==> src/hdl/risc_alu_pkg.sv <==
package risc_alu_pkg;

	localparam int RegCount = 32;
	localparam int RegIdxW  = $clog2(RegCount);

	localparam int InW  = 40;
	localparam int OutW = 64;

	typedef enum logic [4:0] {
		OP_ADD    = 5'd0,
		OP_ADC    = 5'd1,
		OP_ADIW   = 5'd2,
		OP_AND    = 5'd3,
		OP_ANDI   = 5'd4,
		OP_EOR    = 5'd5,
		OP_COM    = 5'd6,
		OP_ASR    = 5'd7,
		OP_DEC    = 5'd8,
		OP_CP     = 5'd9,
		OP_CPC    = 5'd10,
		OP_CPI    = 5'd11,
		OP_CBR    = 5'd12,
		OP_CLR    = 5'd13,
		OP_BSET   = 5'd14,
		OP_BCLR   = 5'd15,
		OP_BST    = 5'd16,
		OP_BLD    = 5'd17,
		OP_BRBS   = 5'd18,
		OP_BRBC   = 5'd19,
		OP_CPSE   = 5'd20,
		OP_FMUL   = 5'd21,
		OP_FMULS  = 5'd22,
		OP_FMULSU = 5'd23,
		OP_IJMP   = 5'd24
	} op_t;

	localparam int FC = 0;
	localparam int FZ = 1;
	localparam int FN = 2;
	localparam int FV = 3;
	localparam int FS = 4;
	localparam int FH = 5;
	localparam int FT = 6;

	typedef struct packed {
		logic [4:0] opcode;
		logic [4:0] dest_index;
		logic [4:0] source_index;
		logic [7:0] immediate;
		logic [2:0] bit_index;
		logic signed [6:0] branch_offset;
	} instr_t;

	typedef struct packed {
		logic        write_enable;
		logic [4:0]  write_index;
		logic [7:0]  write_value;
		logic        pair_enable;
		logic [4:0]  pair_index;
		logic [15:0] pair_value;
		logic [7:0]  status_flags;
		logic [15:0] next_pc;
	} result_t;

	function automatic logic [4:0] reduce_idx(input logic [4:0] i);
		reduce_idx = 5'((32'(i)) % RegCount);
	endfunction

endpackage

==> src/hdl/risc_alu_exec.sv <==
// Combinational execute: operands, flags and pc in, result out
module risc_alu_exec (
	input  risc_alu_pkg::instr_t  ins,
	input  logic [7:0]            d,
	input  logic [7:0]            s,
	input  logic [7:0]            plo,
	input  logic [7:0]            phi,
	input  logic [7:0]            zlo,
	input  logic [7:0]            zhi,
	input  logic [7:0]            sreg,
	input  logic [15:0]           pc,
	output risc_alu_pkg::result_t res
);

	always_comb begin
		logic [7:0]  f, r, sub_s;
		logic        cin, d7, s7, r7, d3, s3, r3;
		logic [15:0] old, pr, prod, npc, off;
		logic signed [16:0] sp;
		logic [4:0]  rd;
		f = sreg;
		r = '0;
		sub_s = '0;
		cin = 1'b0;
		old = '0;
		pr = '0;
		prod = '0;
		sp = '0;
		rd = risc_alu_pkg::reduce_idx(ins.dest_index);
		npc = pc + 16'd1;
		off = {{9{ins.branch_offset[6]}}, ins.branch_offset};
		res = '0;
		d7 = d[7]; d3 = d[3]; s7 = 1'b0; s3 = 1'b0; r7 = 1'b0; r3 = 1'b0;
		case (ins.opcode)
			risc_alu_pkg::OP_ADD, risc_alu_pkg::OP_ADC: begin
				cin = (ins.opcode == risc_alu_pkg::OP_ADC) && sreg[risc_alu_pkg::FC];
				r = d + s + {7'd0, cin};
				s7 = s[7]; s3 = s[3]; r7 = r[7]; r3 = r[3];
				f[risc_alu_pkg::FH] = (d3 & s3) | (s3 & ~r3) | (~r3 & d3);
				f[risc_alu_pkg::FV] = (d7 & s7 & ~r7) | (~d7 & ~s7 & r7);
				f[risc_alu_pkg::FC] = (d7 & s7) | (s7 & ~r7) | (~r7 & d7);
				res.write_enable = 1'b1;
			end
			risc_alu_pkg::OP_ADIW: begin
				old = {phi, plo};
				pr = old + {10'd0, ins.immediate[5:0]};
				f[risc_alu_pkg::FV] = ~old[15] & pr[15];
				f[risc_alu_pkg::FC] = ~pr[15] & old[15];
				f[risc_alu_pkg::FN] = pr[15];
				f[risc_alu_pkg::FZ] = (pr == 16'd0);
				f[risc_alu_pkg::FS] = pr[15] ^ (~old[15] & pr[15]);
				res.pair_enable = 1'b1;
				res.pair_index = {rd[4:1], 1'b0};
				res.pair_value = pr;
			end
			risc_alu_pkg::OP_AND, risc_alu_pkg::OP_ANDI, risc_alu_pkg::OP_EOR,
			risc_alu_pkg::OP_COM, risc_alu_pkg::OP_CBR, risc_alu_pkg::OP_CLR: begin
				case (ins.opcode)
					risc_alu_pkg::OP_AND:  r = d & s;
					risc_alu_pkg::OP_ANDI: r = d & ins.immediate;
					risc_alu_pkg::OP_EOR:  r = d ^ s;
					risc_alu_pkg::OP_COM:  r = ~d;
					risc_alu_pkg::OP_CBR:  r = d & ~ins.immediate;
					default:               r = '0;
				endcase
				if (ins.opcode == risc_alu_pkg::OP_COM)
					f[risc_alu_pkg::FC] = 1'b1;
				f[risc_alu_pkg::FV] = 1'b0;
				res.write_enable = 1'b1;
			end
			risc_alu_pkg::OP_ASR: begin
				r = {d[7], d[7:1]};
				f[risc_alu_pkg::FC] = d[0];
				f[risc_alu_pkg::FV] = r[7] ^ d[0];
				res.write_enable = 1'b1;
			end
			risc_alu_pkg::OP_DEC: begin
				r = d - 8'd1;
				f[risc_alu_pkg::FV] = (r == 8'h7F);
				res.write_enable = 1'b1;
			end
			risc_alu_pkg::OP_CP, risc_alu_pkg::OP_CPC, risc_alu_pkg::OP_CPI: begin
				sub_s = (ins.opcode == risc_alu_pkg::OP_CPI) ? ins.immediate : s;
				cin = (ins.opcode == risc_alu_pkg::OP_CPC) && sreg[risc_alu_pkg::FC];
				r = d - sub_s - {7'd0, cin};
				s7 = sub_s[7]; s3 = sub_s[3]; r7 = r[7]; r3 = r[3];
				f[risc_alu_pkg::FH] = (~d3 & s3) | (s3 & r3) | (r3 & ~d3);
				f[risc_alu_pkg::FV] = (d7 & ~s7 & ~r7) | (~d7 & s7 & r7);
				f[risc_alu_pkg::FC] = (~d7 & s7) | (s7 & r7) | (r7 & ~d7);
			end
			risc_alu_pkg::OP_BSET: f[ins.bit_index] = 1'b1;
			risc_alu_pkg::OP_BCLR: f[ins.bit_index] = 1'b0;
			risc_alu_pkg::OP_BST:  f[risc_alu_pkg::FT] = d[ins.bit_index];
			risc_alu_pkg::OP_BLD: begin
				r = d;
				r[ins.bit_index] = sreg[risc_alu_pkg::FT];
				res.write_enable = 1'b1;
			end
			risc_alu_pkg::OP_BRBS: if (sreg[ins.bit_index]) npc = npc + off;
			risc_alu_pkg::OP_BRBC: if (!sreg[ins.bit_index]) npc = npc + off;
			risc_alu_pkg::OP_CPSE: if (d == s) npc = pc + 16'd2;
			risc_alu_pkg::OP_FMUL, risc_alu_pkg::OP_FMULS, risc_alu_pkg::OP_FMULSU: begin
				case (ins.opcode)
					risc_alu_pkg::OP_FMUL:
						sp = $signed({9'd0, d}) * $signed({9'd0, s});
					risc_alu_pkg::OP_FMULS:
						sp = $signed({{9{d[7]}}, d}) * $signed({{9{s[7]}}, s});
					default:
						sp = $signed({{9{d[7]}}, d}) * $signed({9'd0, s});
				endcase
				prod = sp[15:0];
				f[risc_alu_pkg::FC] = prod[15];
				f[risc_alu_pkg::FZ] = (prod[14:0] == 15'd0);
				res.pair_enable = 1'b1;
				res.pair_value = {prod[14:0], 1'b0};
			end
			risc_alu_pkg::OP_IJMP: npc = {zhi, zlo};
			default: ;
		endcase
		// shared N/Z/S update for byte results
		if (res.write_enable && ins.opcode != risc_alu_pkg::OP_BLD
			|| ins.opcode == risc_alu_pkg::OP_CP || ins.opcode == risc_alu_pkg::OP_CPC
			|| ins.opcode == risc_alu_pkg::OP_CPI) begin
			f[risc_alu_pkg::FN] = r[7];
			if (ins.opcode == risc_alu_pkg::OP_CPC)
				f[risc_alu_pkg::FZ] = (r == 8'd0) & sreg[risc_alu_pkg::FZ];
			else
				f[risc_alu_pkg::FZ] = (r == 8'd0);
			f[risc_alu_pkg::FS] = r[7] ^ f[risc_alu_pkg::FV];
		end
		if (res.write_enable) begin
			res.write_index = rd;
			res.write_value = r;
		end
		res.status_flags = f;
		res.next_pc = npc;
	end

endmodule

==> src/hdl/risc_alu_regs.sv <==
// Architectural state: register file, status and pc, with write-back
module risc_alu_regs (
	input  logic                  clk,
	input  logic                  arst_n,
	input  logic                  commit,
	input  risc_alu_pkg::result_t res,
	input  logic [4:0]            rd_a,
	input  logic [4:0]            rd_b,
	input  logic [4:0]            rd_p,
	output logic [7:0]            d,
	output logic [7:0]            s,
	output logic [7:0]            plo,
	output logic [7:0]            phi,
	output logic [7:0]            zlo,
	output logic [7:0]            zhi,
	output logic [7:0]            sreg,
	output logic [15:0]           pc
);

	logic [7:0] rf_q [risc_alu_pkg::RegCount];
	logic [4:0] ph;

	always_comb begin
		ph = risc_alu_pkg::reduce_idx(rd_p + 5'd1);
		d = rf_q[risc_alu_pkg::RegIdxW'(rd_a)];
		s = rf_q[risc_alu_pkg::RegIdxW'(rd_b)];
		plo = rf_q[risc_alu_pkg::RegIdxW'(rd_p)];
		phi = rf_q[risc_alu_pkg::RegIdxW'(ph)];
		zlo = rf_q[risc_alu_pkg::RegIdxW'(risc_alu_pkg::reduce_idx(5'd30))];
		zhi = rf_q[risc_alu_pkg::RegIdxW'(risc_alu_pkg::reduce_idx(5'd31))];
	end

	// pair high index follows the written pair
	logic [4:0] wph;
	assign wph = risc_alu_pkg::reduce_idx(res.pair_index + 5'd1);

	always_ff @(posedge clk or negedge arst_n) begin
		if (!arst_n) begin
			for (int i = 0; i < risc_alu_pkg::RegCount; i++)
				rf_q[i] <= '0;
			sreg <= '0;
			pc <= '0;
		end else if (commit) begin
			for (int i = 0; i < risc_alu_pkg::RegCount; i++) begin
				if (res.write_enable && res.write_index == 5'(i))
					rf_q[i] <= res.write_value;
				if (res.pair_enable && res.pair_index == 5'(i))
					rf_q[i] <= res.pair_value[7:0];
				if (res.pair_enable && wph == 5'(i))
					rf_q[i] <= res.pair_value[15:8];
			end
			sreg <= res.status_flags;
			pc <= res.next_pc;
		end
	end

endmodule

==> src/hdl/risc_8bit_alu_flags_branch_top.sv <==
// Executes one decoded instruction per transaction.
// s_axis: tdata = opcode, dest_index, source_index, immediate, bit_index,
//   branch_offset from bit 0 upward (33 bits, padded to 40).
// m_axis: tdata = write_enable, write_index, write_value, pair_enable,
//   pair_index, pair_value, status_flags, next_pc from bit 0 upward.
// The result is registered and appears in the cycle after its input.
// Throughput: one instruction per cycle unless stalled; register file,
// status and pc are written at the accepting edge, so the next
// instruction sees them at once. The output register accepts a new item
// whenever it is empty or being drained in the same cycle; a stalled
// receiver holds the result and s_axis_tready drops.
// Reset clears all 32 registers, the status register and the pc, and
// empties the output register.
module risc_8bit_alu_flags_branch_top (
	input  logic        clk,
	input  logic        arst_n,
	input  logic        s_axis_tvalid,
	output logic        s_axis_tready,
	// opcode, dest_index, source_index, immediate, bit_index, branch_offset
	input  logic [39:0] s_axis_tdata,
	output logic        m_axis_tvalid,
	input  logic        m_axis_tready,
	// write_enable, write_index, write_value, pair_enable, pair_index,
	// pair_value, status_flags, next_pc
	output logic [63:0] m_axis_tdata
);

	risc_alu_pkg::instr_t  ins;
	risc_alu_pkg::result_t res;
	logic [7:0]  d, s, plo, phi, zlo, zhi, sreg;
	logic [15:0] pc;
	logic        take;
	logic [4:0]  rd_r, rd_a, rd_b;
	logic [63:0] out_q;
	logic        vld_q;

	assign ins.opcode        = s_axis_tdata[4:0];
	assign ins.dest_index    = s_axis_tdata[9:5];
	assign ins.source_index  = s_axis_tdata[14:10];
	assign ins.immediate     = s_axis_tdata[22:15];
	assign ins.bit_index     = s_axis_tdata[25:23];
	assign ins.branch_offset = s_axis_tdata[32:26];

	assign s_axis_tready = !vld_q || m_axis_tready;
	assign take = s_axis_tvalid && s_axis_tready;

	assign rd_a = risc_alu_pkg::reduce_idx(ins.dest_index);
	assign rd_b = risc_alu_pkg::reduce_idx(ins.source_index);
	assign rd_r = {rd_a[4:1], 1'b0};

	risc_alu_regs u_regs (
		.clk(clk), .arst_n(arst_n), .commit(take), .res(res),
		.rd_a(rd_a), .rd_b(rd_b), .rd_p(rd_r),
		.d(d), .s(s), .plo(plo), .phi(phi), .zlo(zlo), .zhi(zhi),
		.sreg(sreg), .pc(pc)
	);

	risc_alu_exec u_exec (
		.ins(ins), .d(d), .s(s), .plo(plo), .phi(phi), .zlo(zlo), .zhi(zhi),
		.sreg(sreg), .pc(pc), .res(res)
	);

	always_ff @(posedge clk or negedge arst_n) begin
		if (!arst_n)
			vld_q <= 1'b0;
		else if (s_axis_tready)
			vld_q <= s_axis_tvalid;
	end

	always_ff @(posedge clk) begin
		if (take)
			out_q <= {4'd0, res.next_pc, res.status_flags, res.pair_value,
				res.pair_index, res.pair_enable, res.write_value,
				res.write_index, res.write_enable};
	end

	assign m_axis_tvalid = vld_q;
	assign m_axis_tdata  = out_q;

endmodule

==> config.mk <==
export PLATFORM = sky130hd
export DESIGN_NAME = risc_8bit_alu_flags_branch_top
export DESIGN_NICKNAME = d
export VERILOG_FILES = /design/src/hdl/risc_alu_pkg.sv /design/src/hdl/risc_alu_exec.sv /design/src/hdl/risc_alu_regs.sv /design/src/hdl/risc_8bit_alu_flags_branch_top.sv
export SDC_FILE = /design/constraint.sdc
export NUM_CORES = 2
export LEC_CHECK = 0
export BUFFER_PORTS_ARGS = -buffer_cell sky130_fd_sc_hd__buf_2
export CAP_MARGIN = 20
export CORE_MARGIN = 4
export CORE_UTILIZATION = 40
export DETAILED_ROUTE_END_ITERATION = 6
export GPL_TIMING_DRIVEN = 0
export PLACE_DENSITY = 0.56
export SYNTH_ARGS = -nofsm -noshare
export SYNTH_HDL_FRONTEND = slang
export SYNTH_SLANG_ARGS = --single-unit
==> constraint.sdc <==
create_clock -name clk -period 10.48 [get_ports clk]
set_input_delay 2.096 -clock clk [delete_from_list [all_inputs] [get_ports clk]]
set_output_delay 2.096 -clock clk [all_outputs]
set_load 0.02 [all_outputs]
Yosys cells after proc, flatten, opt, wreduce, memory -nomap -nowiden
Index checks and enable logic that the tools add are counted.
{ "op_classes": {"eq_ne": 120, "order_cmp": 6, "n_reduce_logical": 183, "add_sub_neg": 11, "n_mul": 3, "n_mux": 141, "bitwise": 56} }
{ "op_table": {"columns": ["op", "n"], "rows": [
  ["8-bit two-way mux", 105],
  ["5-bit equality test (second input constant)", 57],
  ["8-bit binary-select mux with 5-bit select", 4],
  ["5-bit by 4-bit equality test with 1-bit output (second input constant)", 32],
  ["1-bit logical AND", 101],
  ["3-bit nonzero test", 32],
  ["5-bit by 3-bit equality test with 1-bit output (second input constant)", 16],
  ["16-bit two-way mux", 4],
  ["16-bit case mux with 2 select lines", 2],
  ["16-bit case mux with 4 select lines", 1],
  ["2-bit AND reduction", 32],
  ["8-bit case mux with 6 select lines", 1],
  ["5-bit by 2-bit equality test with 1-bit output (second input constant)", 8],
  ["8-bit case mux with 5 select lines", 1],
  ["8-bit bitwise AND", 4],
  ["8-bit by 8-bit multiplier with 16-bit output", 2],
  ["6-bit >= comparator (second input constant)", 4],
  ["5-bit inverter with 6-bit output", 4],
  ["8-bit inverter", 3],
  ["1-bit bitwise AND", 21],
  ["5-bit by 1-bit equality test with 1-bit output (second input constant)", 4],
  ["5-bit zero test", 4],
  ["16-bit by 1-bit adder with 16-bit output (second input constant)", 1],
  ["16-bit adder", 1],
  ["other kinds (40)", 76]
]} }
{ "totals": {"wordCells": 556, "input_bits": 44, "reg_bits": 341} }

Depth between registers and ports, before layout
{ "logic_depth": {"depth_word": 14, "ltp_mapped": 33, "depth_no_buf": 26} }

Cells and area by module
Synthesis repeated with hierarchy kept, for this count alone.
{ "hier_totals": {"cells_unflattened": 4183, "area_unflattened_um2": 39689.3} }
{ "modules_own_cells": {"columns": ["mod", "n_inst", "seq_area_each_um2", "cells_per_inst", "area_per_inst_um2"], "rows": [
  ["risc_alu_regs", 1, 7006.7, 2583, 26297.7],
  ["risc_alu_exec", 1, 0.0, 1531, 11502.3],
  ["risc_8bit_alu_flags_branch_top", 1, 1826.8, 69, 1889.3]
]} }

Worst setup path after synthesis
Ideal clock, no wire load.
{ "synth_timing": {"path_kind": "input port to flip-flop", "start": "input port s_axis_tdata[11]", "end": "register u_regs.rf_q[151] in the netlist's numbering", "n_path_buf": 5, "slack_ns": 1.387, "required_time_ns": 10.355, "path_stages": 29, "setup_time_ns": 0.125, "arrival_time_ns": 8.968, "path_cell_list": "buf_2 -> buf_2 -> buf_2 -> buf_2 -> mux4_2 -> mux2i_1 -> a221oi_1 -> inv_1 -> nor2_1 -> inv_1 -> fa_1 -> fa_1 -> inv_1 -> fa_1 -> inv_1 -> fa_1 -> inv_1 -> ha_1 -> o21ai_0 -> o21bai_1 -> a2111oi_0 -> nor3_1 -> a31oi_1 -> xnor2_1 -> a221o_1 -> a21oi_1 -> clkbuf_1 -> o21ai_0 -> mux2_2"} }
{ "synth_between": {"elab_chain_len": 12, "word_cells_on_any_way": 23, "classes_between": "4 x add/sub; 3 x mul; 13 x mux; 3 x bitwise"} }
{ "synth_rtl": {"columns": ["item", "line", "rtl"], "rows": [
  ["from (decl)", "risc_8bit_alu_flags_branch_top.sv:20", "input logic [39:0] s_axis_tdata,"],
  ["5-bit inverter with 6-bit output (not written as such) (*)", "risc_alu_regs.sv:26", "s = rf_q[risc_alu_pkg::RegIdxW'(rd_b)];"],
  ["8-bit binary-select mux with 5-bit select (*)", "risc_alu_regs.sv:26", null],
  ["8-bit two-way mux (not written as such) (*) (2 in series)", "risc_alu_regs.sv:26", null],
  ["branches (longest 7 deep; another with 8-bit by 9-bit multiplier with 16-bit output)", null, null],
  ["8-bit two-way mux (*)", "risc_alu_regs.sv:49", "if (res.pair_enable && wph == 5'(i))"],
  ["to (signal, indexed assignment)", "risc_alu_regs.sv:46", "rf_q[i] <= res.write_value;"],
  ["to (signal, indexed assignment)", "risc_alu_regs.sv:48", "rf_q[i] <= res.pair_value[7:0];"],
  ["to (signal, indexed assignment)", "risc_alu_regs.sv:50", "rf_q[i] <= res.pair_value[15:8];"],
  ["to (decl)", "risc_alu_regs.sv:20", "logic [7:0] rf_q [risc_alu_pkg::RegCount];"]
]} }
Mark *: on every way between the ends. The select of a mux whose other input is x is not followed.
A chain may end at the register's enable or synchronous reset.

Final worst setup path
{ "layout_timing": {"start": "input port s_axis_tdata[11]", "end": "register u_regs.rf_q, in the netlist u_regs.zhi[6]"} }
The elaborated chain is that of the path after synthesis.

==> run metrics <==
area delta synth->final 11.9%; slowest CP cell a221oi_4; period utilisation layout between 90% and 100%; initial antenna violation count 6; DR vias/cell between 6 and 7; DR vias 27800; CTS Root Buffer Type clkbuf_16; RSZ-0062 raised after global routing false; PwrDens approximately 140 nW/µm²; Worst VDD drop ~0.14 mV; count leader, synth dfrtp_1; hold path startpoint u_regs.rf_q[188]; die footprint around 81000 µm²; Max-cap violations 0; Max FO, Critical Path 10; Routed WL approximately 140000 µm; Die Wd 285 µm; Yosys cell types 100; Worst slew margin ~11%; Design Power 0.00478 W; violation count after the first detailed-route iteration approximately 3800; Worst-Margin Slew about 1.3 ns; final core utilization 45.2%; crit path launch s_axis_tdata[11]; setup TNS 0 ns; Async S/R FF share, synth between 80 and 90%; Crit path max-delay family compound AO/OA/AOI/OAI gates; Min-Delay Path Class flop to flop; Port Buffer Count between 80 and 90; vias in the first global route 26800; register area approximately 8800 µm²; Final Slew Violations 0; Top Ports 110; leading area contributor after synthesis dfrtp_1; simple logic cell fraction of the synthesized area just under 10%; status finished, final reports clean; critical path buffer and inverter count 10; Synth Area in Compound Gates between 15 and 20%; total number of yosys warnings 0; most used cell along the critical path inv_1; largest net degree at the start of global routing 102; Initial Util 40.4%; FMAX between 90 and 100 MHz; Filler Cell Count ~7400; Synth Instances slightly above 3000; Nets roughly 3500; hold buffer count at CTS 0; Post-synth top cells dfrtp_1 (281), inv_1 (280), o21ai_0 (250); reg2reg end u_regs.rf_q[87]; multiplexer area fraction after synthesis about a fifth; Hold Fails Final Rpt 0; TritonCTS clock tree built; leakage power 15.4 nW; H-tree levels 2; wire length of the first global-routing pass between 200000 and 250000 µm; Post-Synth XOR/XNOR Area between 3 and 4%; Reg-to-Reg Start u_regs.zlo[7]; R2R Setup Slk 2.10 ns; Synth Register Bits 340; Largest stage delay, worst path roughly 0.74 ns; hold depth 1; area occupied by multi-input gates around 20000 µm²; dpl hpwl 108000 µm; Post-synth EDFFs 59; DRC viols 0; number of cell rows approximately 100; clk buf depth 3; Total Routing Usage GR 34.2%; CP endpoint kind flop; Syn Area/Cell 10.1 µm²; Worst Hold Path EP u_regs.rf_q[188]; grt total ovfl 0; Data required, critical path 10.94 ns; clk sinks 340; clock slew at reported path FFs 0.06 ns; largest family of logic cells by synthesized area multiplexers; Synth Area in Adders around 14%; Setup Skew approximately 0.023 ns; r2r worst-path depth 27; post-synth top area share a little under a quarter; Setup Viol. Count Final 0; mapped cell area just over 30000 µm²; gp weighted congestion approximately 1.0; cell count along the critical path 27; Setup CP Type input pin to flop; CP arrival between 10 and 15 ns; DIE HEIGHT between 200 and 300 µm; core region area 75900 µm²; CP startpoint kind input pin; Seq/Total Area, Yosys between 20% and 30%; Tmin final 10.35 ns; Num CTS Buffers 40; drt wl/cell approximately 33 µm; ys flop type dfrtp_1; share of cells above drive strength 1 21.1%; post-route ant nets 0; latest clock arrival within the worst-skew pair about 0.6 ns; cells taking the most area after synthesis dfrtp_1 (23%), mux4_2 (11%), fa_1 (8.4%); 1st-pass router iterations 6
-- metal layers --
metal  up-vias  global-route usage (%)  wire length (µm)
li1      11400                       -                 -
met1     14100                    45.3             55700
met2      1869                    50.8             60400
met3       441                    8.47             15300
met4         0                    20.8             10900
met5         -                       0                 0
-- power breakdown --
group | leakage (nW) | internal (W) | switching [W]
Sequential | 4.38 | 0.00150 | 0.000158
Clock | 0.677 | 0.000878 | 0.000636
Combinational | 10.4 | 0.000641 | 0.000975
-- placed cells by master (no fill, tap or decap), types with 20 or more instances in the layout --
master	n
dfrtp_1	281
inv_1	280
o21ai_0	249
nand2_1	221
nor2_1	199
mux2_2	176
mux4_2	153
ha_1	145
buf_2	135
fa_1	128
a21oi_1	118
clkbuf_1	96
mux2i_1	76
xnor2_1	64
o211ai_1	61
o21a_1	60
edfxtp_1	59
xor2_1	44
clkbuf_16	42
nand3_1	39
buf_4	36
a22oi_1	32
a31oi_1	32
o21ai_1	32
nor3_1	30
nand2b_1	25
a21o_1	23
and3_1	20
-- metrics by stage --
step / hold WS [ns] / std cells / setup WS (ns) / cell area (µm²)
after floorplan: 0.461 / 3052 / 1.39 / 30700
after CTS: 0.520 / 4268 / 0.0589 / 34200
after detailed placement: 0.507 / 4190 / -1.42 / 32800
after global routing: 0.543 / 4273 / 0.00696 / 34300
final: 0.520 / 4275 / 0.131 / 34300
after global placement: 0.499 / 4170 / -2.69 / 32400
-- final cells by class --
class | instances | share of cell area, %
Antenna cell | 2 | 0.0146
Buffer | 197 | 3.01
Clock buffer | 54 | 3.37
Clock inverter | 20 | 0.634
Inverter | 293 | 3.20
Multi-Input combinational cell | 2221 | 58.0
Sequential cell | 340 | 25.6
Tap cell | 1030 | 3.75
Timing Repair Buffer | 118 | 2.36
-- worst max path at each step --
stage | slack (ns) | endpoint
finish | 0.13 | u_regs.zhi[6]
global route | 0.007 | u_regs.rf_q[87]
CTS | 0.06 | u_regs.zhi[6]
global placement | -2.69 | u_regs.zhi[5]
detailed placement | -1.42 | u_regs.zhi[5]
floorplan | 1.39 | u_regs.rf_q[151]
-- registers in the layout, indices dropped and copies added, names as in the netlist --
register       flops
m_axis_tdata      59
u_regs.zlo         8
u_regs.pc         16
u_regs.sreg        8
m_axis_tvalid      1
u_regs.zhi         8
u_regs.rf_q      240
-- cell families after synthesis --
logic type	after synthesis
AO/OA/AOI/OAI	777
flip-flops	340
buffers and inverters	491
multiplexers	416
AND/OR/NAND/NOR	642
XOR/XNOR	108
adder cells (fa/ha/maj)	273
other	1
-- worst reg2reg max path: stages, from the launching register on --
cell       delay (ns)
dfrtp_1          0.47
mux4_2           0.51
mux4_2           0.45
nand2_1          0.07
and3_1           0.36
buf_2            0.35
clkbuf_1         0.51
nor2_1           0.16
fa_1             0.57
inv_1            0.05
fa_1             0.47
inv_1            0.05
fa_1             0.50
inv_1            0.06
fa_1             0.47
inv_1            0.04
ha_1             0.29
o21ai_1          0.18
o21bai_1         0.16
a2111oi_0        0.43
nor3_1           0.16
a31oi_1          0.22
xnor2_1          0.14
a221o_1          0.43
a21oi_4          0.40
clkbuf_2         0.33
o21ai_0          0.13
mux2_2           0.31
-- timing repair --
item                                    in CTS  in global routing
endpoints found under the setup margin      73                 53
resized for setup                           14                 22
pin swaps                                    3                  2
endpoints found under the hold margin        0                  0
setup buffers                                4                  3
Note: power is estimated with default switching activity, not from simulation.
